[src/rtl/tsa_pkg.sv]
`default_nettype none
// ============================================================================
// tsa_pkg
// Types and constants shared by the triangle strip assembler modules.
// ============================================================================
package tsa_pkg;

   localparam int unsigned VERTEX_WIDTH = 15;
   localparam int unsigned WORD_WIDTH   = 16;
   localparam int unsigned RESTART_POS  = 15;
   localparam logic [1:0]  FULL_WINDOW  = 2'd2;

   // One input word: a strip index and the end-of-list flag.
   typedef struct packed {
      logic [WORD_WIDTH-1:0] index_word;
      logic                  list_end;
   } req_type;

   // One emitted triangle.
   typedef struct packed {
      logic [VERTEX_WIDTH-1:0] first_vertex;
      logic [VERTEX_WIDTH-1:0] second_vertex;
      logic [VERTEX_WIDTH-1:0] third_vertex;
      logic                    run_last;
   } rsp_type;

   // Classified work handed from the front to the back. The first vertex is
   // the held word (with its restart decision), the second the closing word
   // of a list.
   typedef struct packed {
      logic                    held_valid;
      logic [VERTEX_WIDTH-1:0] held_vertex;
      logic                    held_restart;
      logic                    last_valid;
      logic [VERTEX_WIDTH-1:0] last_vertex;
      logic                    list_end;
   } cmd_type;

endpackage : tsa_pkg
`default_nettype wire

[src/rtl/triangle_strip_assembler.sv]
`default_nettype none
// ============================================================================
// triangle_strip_assembler
// Turns a stream of strip index words with restart markers into triangles.
// ============================================================================
//  Channel  Direction  Handshake          Word
//  req_     in         req_push/req_full  index_word, list_end
//  rsp_     out        rsp_pop/rsp_empty  first/second/third_vertex, run_last
//
//  One word is accepted per cycle while the command queue has space.
//  An accepted word passes through the registered command queue and then
//  the registered triangle queue before its triangles show on the rsp_ ports.
//  The back end takes a command only when two triangle slots are free.
//  Reset clears the held word, the strip window and both queues.
//  Stalls on rsp_pop back up into the command queue and then req_full.
// ============================================================================
module triangle_strip_assembler #(
   parameter int unsigned CMD_DEPTH = 2,
   parameter int unsigned RSP_DEPTH = 4
) (
   input  wire logic             clock,
   input  wire logic             reset,
   input  wire logic             req_push,
   output logic                  req_full,
   input  wire tsa_pkg::req_type req_word,
   output logic                  rsp_empty,
   input  wire logic             rsp_pop,
   output tsa_pkg::rsp_type      rsp_word
);
   import tsa_pkg::*;

   logic    cmd_empty;
   logic    cmd_pop;
   cmd_type cmd_word;

   tsa_front #(
      .CMD_DEPTH (CMD_DEPTH)
   ) u_front (
      .clock     (clock),
      .reset     (reset),
      .req_push  (req_push),
      .req_full  (req_full),
      .req_word  (req_word),
      .cmd_empty (cmd_empty),
      .cmd_pop   (cmd_pop),
      .cmd_word  (cmd_word)
   );

   tsa_back #(
      .RSP_DEPTH (RSP_DEPTH)
   ) u_back (
      .clock     (clock),
      .reset     (reset),
      .cmd_empty (cmd_empty),
      .cmd_pop   (cmd_pop),
      .cmd_word  (cmd_word),
      .rsp_empty (rsp_empty),
      .rsp_pop   (rsp_pop),
      .rsp_word  (rsp_word)
   );

endmodule : triangle_strip_assembler
`default_nettype wire

[src/rtl/tsa_front.sv]
`default_nettype none
// ============================================================================
// tsa_front
// Holds one word back, decides strip restarts and queues vertex commands.
// ============================================================================
module tsa_front #(
   parameter int unsigned CMD_DEPTH = 2
) (
   input  wire logic             clock,
   input  wire logic             reset,
   input  wire logic             req_push,
   output logic                  req_full,
   input  wire tsa_pkg::req_type req_word,
   output logic                  cmd_empty,
   input  wire logic             cmd_pop,
   output tsa_pkg::cmd_type      cmd_word
);
   import tsa_pkg::*;

   localparam int unsigned PW = $clog2(CMD_DEPTH);
   localparam int unsigned CW = $clog2(CMD_DEPTH + 1);
   localparam logic [PW-1:0] LAST_PTR = PW'(CMD_DEPTH - 1);
   localparam logic [CW-1:0] DEPTH_CNT = CW'(CMD_DEPTH);

   logic [WORD_WIDTH-1:0] held_word_ff, held_word_in;
   logic                  held_valid_ff, held_valid_in;
   cmd_type               queue_ff [CMD_DEPTH];
   logic [PW-1:0]         wr_ptr_ff, wr_ptr_in;
   logic [PW-1:0]         rd_ptr_ff, rd_ptr_in;
   logic [CW-1:0]         count_ff, count_in;

   logic    accept;
   logic    push;
   logic    pop;
   cmd_type new_cmd;

   function automatic logic [PW-1:0] next_ptr(input logic [PW-1:0] ptr);
      return (ptr == LAST_PTR) ? '0 : ptr + PW'(1);
   endfunction

   assign req_full  = (count_ff == DEPTH_CNT);
   assign cmd_empty = (count_ff == '0);
   assign cmd_word  = queue_ff[rd_ptr_ff];

   assign accept = req_push & ~req_full;
   // The first word of a list that is not also its last produces no work yet.
   assign push   = accept & (held_valid_ff | req_word.list_end);
   assign pop    = cmd_pop & ~cmd_empty;

   always_comb begin
      new_cmd.held_valid   = held_valid_ff;
      new_cmd.held_vertex  = held_word_ff[VERTEX_WIDTH-1:0];
      new_cmd.held_restart = held_word_ff[RESTART_POS] & req_word.index_word[RESTART_POS];
      new_cmd.last_valid   = req_word.list_end;
      new_cmd.last_vertex  = req_word.index_word[VERTEX_WIDTH-1:0];
      new_cmd.list_end     = req_word.list_end;
   end

   always_comb begin
      held_word_in  = held_word_ff;
      held_valid_in = held_valid_ff;
      if (accept) begin
         if (req_word.list_end) begin
            held_word_in  = '0;
            held_valid_in = 1'b0;
         end else begin
            held_word_in  = req_word.index_word;
            held_valid_in = 1'b1;
         end
      end
   end

   always_comb begin
      wr_ptr_in = push ? next_ptr(wr_ptr_ff) : wr_ptr_ff;
      rd_ptr_in = pop ? next_ptr(rd_ptr_ff) : rd_ptr_ff;
      count_in  = count_ff + CW'(push) - CW'(pop);
   end

   always_ff @(posedge clock) begin
      if (reset) begin
         held_word_ff  <= '0;
         held_valid_ff <= 1'b0;
         wr_ptr_ff     <= '0;
         rd_ptr_ff     <= '0;
         count_ff      <= '0;
      end else begin
         held_word_ff  <= held_word_in;
         held_valid_ff <= held_valid_in;
         wr_ptr_ff     <= wr_ptr_in;
         rd_ptr_ff     <= rd_ptr_in;
         count_ff      <= count_in;
      end
   end

   always_ff @(posedge clock) begin
      if (push) begin
         queue_ff[wr_ptr_ff] <= new_cmd;
      end
   end

   a_count_bound: assert property (@(posedge clock) disable iff (reset)
      count_ff <= DEPTH_CNT)
      else $error("command queue count exceeds its depth");

   a_end_clears_held: assert property (@(posedge clock) disable iff (reset)
      accept && req_word.list_end |=> !held_valid_ff && held_word_ff == '0)
      else $error("held word survived the end of a list");

   a_word_held: assert property (@(posedge clock) disable iff (reset)
      accept && !req_word.list_end |=>
         held_valid_ff && held_word_ff == $past(req_word.index_word))
      else $error("accepted word was not held back");

endmodule : tsa_front
`default_nettype wire

[src/rtl/tsa_back.sv]
`default_nettype none
// ============================================================================
// tsa_back
// Runs the strip window and winding, and queues the emitted triangles.
// ============================================================================
module tsa_back #(
   parameter int unsigned RSP_DEPTH = 4
) (
   input  wire logic             clock,
   input  wire logic             reset,
   input  wire logic             cmd_empty,
   output logic                  cmd_pop,
   input  wire tsa_pkg::cmd_type cmd_word,
   output logic                  rsp_empty,
   input  wire logic             rsp_pop,
   output tsa_pkg::rsp_type      rsp_word
);
   import tsa_pkg::*;

   localparam int unsigned PW = $clog2(RSP_DEPTH);
   localparam int unsigned CW = $clog2(RSP_DEPTH + 1);
   localparam logic [PW-1:0] LAST_PTR  = PW'(RSP_DEPTH - 1);
   localparam logic [CW-1:0] DEPTH_CNT = CW'(RSP_DEPTH);
   localparam logic [CW-1:0] ROOM_NEED = CW'(2);

   typedef struct packed {
      logic [VERTEX_WIDTH-1:0] older;
      logic [VERTEX_WIDTH-1:0] newer;
      logic [1:0]              fill;
      logic                    swapped;
   } strip_type;

   localparam strip_type STRIP_RESET = '0;

   strip_type     strip_ff, strip_in;
   rsp_type       queue_ff [RSP_DEPTH];
   logic [PW-1:0] wr_ptr_ff, wr_ptr_in;
   logic [PW-1:0] rd_ptr_ff, rd_ptr_in;
   logic [CW-1:0] count_ff, count_in;

   logic      fire;
   logic      pop;
   strip_type s_held_start, s_after_held, s_after_last;
   logic      made_held, made_last;
   rsp_type   tri_held, tri_last;
   logic [1:0] n_made;

   function automatic logic [PW-1:0] next_ptr(input logic [PW-1:0] ptr);
      return (ptr == LAST_PTR) ? '0 : ptr + PW'(1);
   endfunction

   function automatic rsp_type make_tri(input strip_type s,
                                        input logic [VERTEX_WIDTH-1:0] v);
      rsp_type t;
      if (s.swapped) begin
         t.first_vertex = v;
         t.third_vertex = s.older;
      end else begin
         t.first_vertex = s.older;
         t.third_vertex = v;
      end
      t.second_vertex = s.newer;
      t.run_last      = 1'b1;
      return t;
   endfunction

   function automatic strip_type advance(input strip_type s,
                                         input logic [VERTEX_WIDTH-1:0] v);
      strip_type n;
      n.older   = s.newer;
      n.newer   = v;
      n.fill    = (s.fill == FULL_WINDOW) ? FULL_WINDOW : s.fill + 2'd1;
      n.swapped = (s.fill == FULL_WINDOW) ? ~s.swapped : s.swapped;
      return n;
   endfunction

   assign rsp_empty = (count_ff == '0);
   assign rsp_word  = queue_ff[rd_ptr_ff];
   assign pop       = rsp_pop & ~rsp_empty;

   // A command may emit two triangles, so it waits for two free slots.
   assign fire    = ~cmd_empty & ((DEPTH_CNT - count_ff) >= ROOM_NEED);
   assign cmd_pop = fire;

   always_comb begin
      s_held_start = cmd_word.held_restart ? STRIP_RESET : strip_ff;
      made_held    = cmd_word.held_valid & (s_held_start.fill == FULL_WINDOW);
      tri_held     = make_tri(s_held_start, cmd_word.held_vertex);
      s_after_held = cmd_word.held_valid ? advance(s_held_start, cmd_word.held_vertex)
                                         : strip_ff;

      made_last    = cmd_word.last_valid & (s_after_held.fill == FULL_WINDOW);
      tri_last     = make_tri(s_after_held, cmd_word.last_vertex);
      s_after_last = cmd_word.last_valid ? advance(s_after_held, cmd_word.last_vertex)
                                         : s_after_held;

      // When both fire, only the second closes the run of this word.
      if (made_held && made_last) begin
         tri_held.run_last = 1'b0;
      end

      n_made = {1'b0, made_held} + {1'b0, made_last};
   end

   always_comb begin
      strip_in = strip_ff;
      if (fire) begin
         strip_in = cmd_word.list_end ? STRIP_RESET : s_after_last;
      end
   end

   always_comb begin
      wr_ptr_in = wr_ptr_ff;
      if (fire) begin
         case (n_made)
            2'd1:    wr_ptr_in = next_ptr(wr_ptr_ff);
            2'd2:    wr_ptr_in = next_ptr(next_ptr(wr_ptr_ff));
            default: wr_ptr_in = wr_ptr_ff;
         endcase
      end
      rd_ptr_in = pop ? next_ptr(rd_ptr_ff) : rd_ptr_ff;
      count_in  = count_ff + (fire ? CW'(n_made) : '0) - CW'(pop);
   end

   always_ff @(posedge clock) begin
      if (reset) begin
         strip_ff  <= STRIP_RESET;
         wr_ptr_ff <= '0;
         rd_ptr_ff <= '0;
         count_ff  <= '0;
      end else begin
         strip_ff  <= strip_in;
         wr_ptr_ff <= wr_ptr_in;
         rd_ptr_ff <= rd_ptr_in;
         count_ff  <= count_in;
      end
   end

   always_ff @(posedge clock) begin
      if (fire) begin
         if (made_held) begin
            queue_ff[wr_ptr_ff] <= tri_held;
            if (made_last) begin
               queue_ff[next_ptr(wr_ptr_ff)] <= tri_last;
            end
         end else if (made_last) begin
            queue_ff[wr_ptr_ff] <= tri_last;
         end
      end
   end

   a_count_bound: assert property (@(posedge clock) disable iff (reset)
      count_ff <= DEPTH_CNT)
      else $error("triangle queue count exceeds its depth");

   a_end_resets_strip: assert property (@(posedge clock) disable iff (reset)
      fire && cmd_word.list_end |=> strip_ff == STRIP_RESET)
      else $error("strip state not cleared after the end of a list");

   a_fill_range: assert property (@(posedge clock) disable iff (reset)
      strip_ff.fill != 2'd3)
      else $error("strip window fill out of range");

   a_swap_needs_fill: assert property (@(posedge clock) disable iff (reset)
      strip_ff.swapped |-> strip_ff.fill == FULL_WINDOW)
      else $error("winding swapped before a triangle was emitted");

endmodule : tsa_back
`default_nettype wire
[config.mk]
export PLATFORM = sky130hd
export DESIGN_NAME = triangle_strip_assembler
export DESIGN_NICKNAME = d
export VERILOG_FILES = /design/src/rtl/tsa_pkg.sv /design/src/rtl/triangle_strip_assembler.sv /design/src/rtl/tsa_front.sv /design/src/rtl/tsa_back.sv
export SDC_FILE = /design/constraint.sdc
export NUM_CORES = 1
export LEC_CHECK = 0
export BUFFER_PORTS_ARGS = -buffer_cell sky130_fd_sc_hd__buf_2
export CORE_UTILIZATION = 50
export DETAILED_ROUTE_END_ITERATION = 12
export PLACE_DENSITY_LB_ADDON = 0.1
export SLEW_MARGIN = 10
export SYNTH_ARGS = -nofsm -noshare
export SYNTH_HDL_FRONTEND = slang
export SYNTH_SLANG_ARGS = --single-unit
[constraint.sdc]
create_clock -name clock -period 10.2 [get_ports clock]
set_input_delay 1.02 -clock clock [delete_from_list [all_inputs] [get_ports clock]]
set_output_delay 1.02 -clock clock [all_outputs]
set_load 0.02 [all_outputs]
==> report_table.html <==
<table>
<tr><th>Metric</th><th>Value</th></tr>
<tr><th colspan="2">Placement</th></tr>
<tr><td>RePlAce Congestion</td><td>0.895</td></tr>
<tr><td>Cell total after placement</td><td>1730</td></tr>
<tr><td>Input/output buffers</td><td>68</td></tr>
<tr><td>Worst slack at placement</td><td>3.78 ns</td></tr>
<tr><td>Placed wire-length estimate</td><td>30000 µm</td></tr>
<tr><th colspan="2">Floorplanning</th></tr>
<tr><td>Starting density of the core</td><td>50.8%</td></tr>
<tr><td>Width of the die</td><td>181 µm</td></tr>
<tr><td>Vertical die dimension</td><td>181 µm</td></tr>
<tr><td>Row count</td><td>65</td></tr>
<tr><td>Area of the placeable core</td><td>31600 µm²</td></tr>
<tr><td>I/O pin count</td><td>69</td></tr>
<tr><td>Die area</td><td>32800 µm²</td></tr>
<tr><th colspan="2">Timing</th></tr>
<tr><td>Worst-case setup margin in the final layout</td><td>3.60 ns</td></tr>
<tr><td>Relative slew slack</td><td>21.3%</td></tr>
<tr><td>Setup total negative slack</td><td>0 ns</td></tr>
<tr><td>Slew of the pin with the lowest slew margin</td><td>1.17 ns</td></tr>
<tr><td>Setup violators final</td><td>0</td></tr>
<tr><td>Final worst path period share</td><td>64.7%</td></tr>
<tr><td>Final hold viol count</td><td>0</td></tr>
<tr><td>Final worst hold slack</td><td>0.458 ns</td></tr>
<tr><td>F_max</td><td>151 MHz</td></tr>
<tr><td>RSZ-0062 raised after global routing</td><td>no</td></tr>
<tr><td>Largest clock skew in the final design</td><td>0.0222 ns</td></tr>
<tr><td>Max-slew violation count</td><td>0</td></tr>
<tr><td>Shortest clock period the worst path allows after layout</td><td>6.60 ns</td></tr>
<tr><th colspan="2">Yosys</th></tr>
<tr><td>Area fraction of the dominant cell type after synthesis</td><td>46.0%</td></tr>
<tr><td>Yosys cell types</td><td>61</td></tr>
<tr><td>Seq cells post-synth</td><td>314</td></tr>
<tr><td>Top cell types by occurrence after synthesis</td><td>edfxtp_1 (246), nand2_1 (120), o22ai_1 (120), a22oi_1 (91), mux2i_1 (88)</td></tr>
<tr><td>Warnings, synthesis</td><td>0</td></tr>
<tr><td>Syn_nets</td><td>1377</td></tr>
<tr><td>Fraction of registers with async set/reset</td><td>0%</td></tr>
<tr><td>Part of the Yosys area used for sequential elements</td><td>54.5%</td></tr>
<tr><td>Post-synthesis cell area</td><td>16000 µm²</td></tr>
<tr><td>Main area contributors after synthesis</td><td>edfxtp_1 (46%), dfxtp_1 (8.5%), mux4_2 (6.5%), mux2i_1 (5.5%), o22ai_1 (4.7%)</td></tr>
<tr><td>Synth Instances</td><td>1336</td></tr>
<tr><td>Top cell type by total area after synthesis</td><td>edfxtp_1</td></tr>
<tr><td>Per-instance average area after synthesis</td><td>12.0 µm²</td></tr>
<tr><td>Predominant post-synthesis flop cell</td><td>edfxtp_1</td></tr>
<tr><td>Cell with the most instances after synthesis</td><td>edfxtp_1</td></tr>
<tr><td>Number of enable flip-flop cells after synthesis</td><td>246</td></tr>
<tr><th colspan="2">Worst setup path</th></tr>
<tr><td>Category of the worst setup path capture point</td><td>register</td></tr>
<tr><td>Classification of the worst setup path</td><td>reg -&gt; reg</td></tr>
<tr><td>Worst path arrival time</td><td>6.93 ns</td></tr>
<tr><td>Crit path cell chain</td><td>mux2i_4 -&gt; buf_4 -&gt; and2_1 -&gt; ha_1 -&gt; clkinv_1 -&gt; nor2_1 -&gt; inv_2 -&gt; ha_1 -&gt; or3_1 -&gt; nor2_8 -&gt; nand4_2 -&gt; o22ai_1</td></tr>
<tr><td>Data required time of the worst path</td><td>10.53 ns</td></tr>
<tr><td>Biggest fanout along the worst timing path</td><td>52</td></tr>
<tr><td>Critical path startpoint category</td><td>register</td></tr>
<tr><td>Cell occurring most often along the worst timing path</td><td>ha_1</td></tr>
<tr><td>Slowest CP cell</td><td>dfxtp_2</td></tr>
<tr><td>Reg2reg path depth</td><td>12</td></tr>
<tr><td>Worst stage delay on the critical path</td><td>1.00 ns</td></tr>
<tr><th colspan="2">Job</th></tr>
<tr><td>Count of max-cap constraint violations</td><td>0</td></tr>
<tr><th colspan="2">Clock tree</th></tr>
<tr><td>CTS sink cnt</td><td>314</td></tr>
<tr><td>Resize count post-CTS</td><td>0</td></tr>
<tr><td>Number of CTS-inserted buffers</td><td>36</td></tr>
<tr><td>H-Tree Level Count</td><td>2</td></tr>
<tr><td>Clk_lat worst skew</td><td>0.53 ns</td></tr>
<tr><td>CTS tree</td><td>built</td></tr>
<tr><td>Clock transition at the registers of the reported paths</td><td>0.06 ns</td></tr>
<tr><td>CTS Buffer Depth</td><td>3</td></tr>
<tr><td>Root Buffer Master</td><td>clkbuf_16</td></tr>
<tr><td>Post-CTS repair timing setup buffer count</td><td>0</td></tr>
<tr><td>Number of hold-repair buffers added at the cts stage</td><td>0</td></tr>
<tr><th colspan="2">Cells and area</th></tr>
<tr><td>Nets@finish</td><td>1407</td></tr>
<tr><td>Fillers</td><td>2636</td></tr>
<tr><td>Final core utilization</td><td>56.8%</td></tr>
<tr><td>Area growth, synth to finish</td><td>11.8%</td></tr>
<tr><td>Share of post-route cells with drive strength above 1</td><td>18.5%</td></tr>
<tr><td>Post-route insts no fill</td><td>1796</td></tr>
<tr><th colspan="2">Min path</th></tr>
<tr><td>Hold Crit Class</td><td>reg -&gt; reg</td></tr>
<tr><td>Min-Delay Path Depth</td><td>0</td></tr>
<tr><th colspan="2">Global routing</th></tr>
<tr><td>Maximum number of pins on one net before global-route repair</td><td>63</td></tr>
<tr><td>Global-route usage over all layers</td><td>29.5%</td></tr>
<tr><td>Number of antenna violations at the first check in global routing</td><td>0</td></tr>
<tr><td>Vias in the first global route</td><td>11700</td></tr>
<tr><td>Global-route wire length before repair</td><td>72900 µm</td></tr>
<tr><td>Total gr overflow</td><td>0</td></tr>
<tr><th colspan="2">Detailed routing</th></tr>
<tr><td>DRT Wirelength</td><td>48100 µm</td></tr>
<tr><td>Antenna-violating nets left</td><td>0</td></tr>
<tr><td>Average wire per standard cell</td><td>26.8 µm</td></tr>
<tr><td>Number of DRC violations after detailed routing</td><td>0</td></tr>
<tr><td>First-pass iteration count of the detailed router</td><td>7</td></tr>
<tr><td>Via/cell ratio</td><td>6.78</td></tr>
<tr><td>DRT iter0 DRCs</td><td>1638</td></tr>
<tr><td>Number of vias in the routed layout</td><td>12200</td></tr>
<tr><th colspan="2">Power</th></tr>
<tr><td>Static power due to leakage</td><td>6.44 nW</td></tr>
<tr><td>Pwr per Cell Area</td><td>202 nW/µm²</td></tr>
<tr><td>Worst VDD drop</td><td>0.147 mV</td></tr>
<tr><th colspan="2">Outcome</th></tr>
<tr><td>Result of the run</td><td>finished, final reports clean</td></tr>
</table>
worst max-delay path, delay by kind of cell, from the launching register on:
kind                     cells  cell delay (ns)
adder cells (fa/ha/maj)      2             1.04
flip-flops                   1             1.00
AO/OA/AOI/OAI                1             0.41
multiplexers                 1             0.34
buffers and inverters        3             1.51
AND/OR/NAND/NOR              5             2.06
state kept, by name, indices dropped and copies added (netlist names), named ones only:
| name | count |
|---|---|
| u_back.queue_ff | 184 |
| u_front.queue_ff | 66 |
| u_back.strip_ff | 33 |
| u_front.held_word_ff | 16 |
| u_back.count_ff | 3 |
| u_back.rd_ptr_ff | 2 |
| u_back.wr_ptr_ff | 2 |
| u_front.count_ff | 2 |
| u_front.held_valid_ff | 1 |
| u_front.rd_ptr_ff | 1 |
| u_front.wr_ptr_ff | 1 |
worst paths after layout:
| check | slack (ns) | from | endpoint |
|---|---|---|---|
| hold reg to reg | 0.46 | u_front.held_word_ff[4]$_SDFFE_PP0P_ | u_front.queue_ff[1][22]$_DFFE_PP_ |
| setup reg to reg | 3.60 | register | u_back.queue_ff[3][43]$_DFFE_PP_ |
| setup / recovery | 3.60 | register | u_back.queue_ff[3][43]$_DFFE_PP_ |
| hold / removal | 0.46 | u_front.held_word_ff[4]$_SDFFE_PP0P_ | u_front.queue_ff[1][22]$_DFFE_PP_ |
per-layer routing:
layer	GRT usage (%)	wire length (µm)	vias to the layer above	share of wire, %
li1	-	-	5379	-
met1	42.4	20200	5894	42
met2	43.7	21100	770	44
met3	6.31	5070	126	11
met4	11.5	1780	0	3.7
met5	0	0	-	0
kinds of logic after synthesis:
group                    after synthesis  share of synthesized area, %
AO/OA/AOI/OAI                        408                          17.8
flip-flops                           314                          54.5
AND/OR/NAND/NOR                      272                          8.13
buffers and inverters                160                          4.17
multiplexers                         154                          13.4
adder cells (fa/ha/maj)               20                          1.61
XOR/XNOR                               8                         0.437
metrics by stage:
step / total power, mW / area, µm²
floorplan: 2.07 / 16000
global placement: 2.33 / 16800
detailed placement: 2.34 / 16800
CTS: 3.62 / 17900
global route: 3.75 / 17900
finish: 3.62 / 17900
placed cells by master, fill, tap and decap left out, types with 24 or more instances in the layout:
master,netlist,routed
o21ai_0,24,24
buf_2,36,68
mux2i_1,88,87
edfxtp_1,246,246
a21oi_1,54,50
buf_4,6,36
mux4_2,46,46
nor2_1,68,62
dfxtp_1,68,65
o22ai_1,120,120
inv_1,44,44
clkbuf_16,0,37
a22oi_1,91,91
nand2_1,120,120
cell type report:
cell class	instances	area [µm²]	share of cell area, %
clock buffers	46	970	5.41
flip-flops and latches	314	8750	48.8
repair buffers	104	611	3.40
diodes	1	2.50	0.0140
inverters	48	180	1.00
multi-input cells	862	6710	37.4
well taps	402	503	2.80
clock inverters	19	206	1.15
power by group:
| part | switching [mW] | internal, mW | total, mW |
|---|---|---|---|
| clock network | 0.514 | 0.777 | 1.29 |
| registers | 0.0611 | 1.43 | 1.49 |
| logic | 0.583 | 0.254 | 0.837 |
| total | 1.16 | 2.46 | 3.62 |
(Power assumes the default switching activity.)
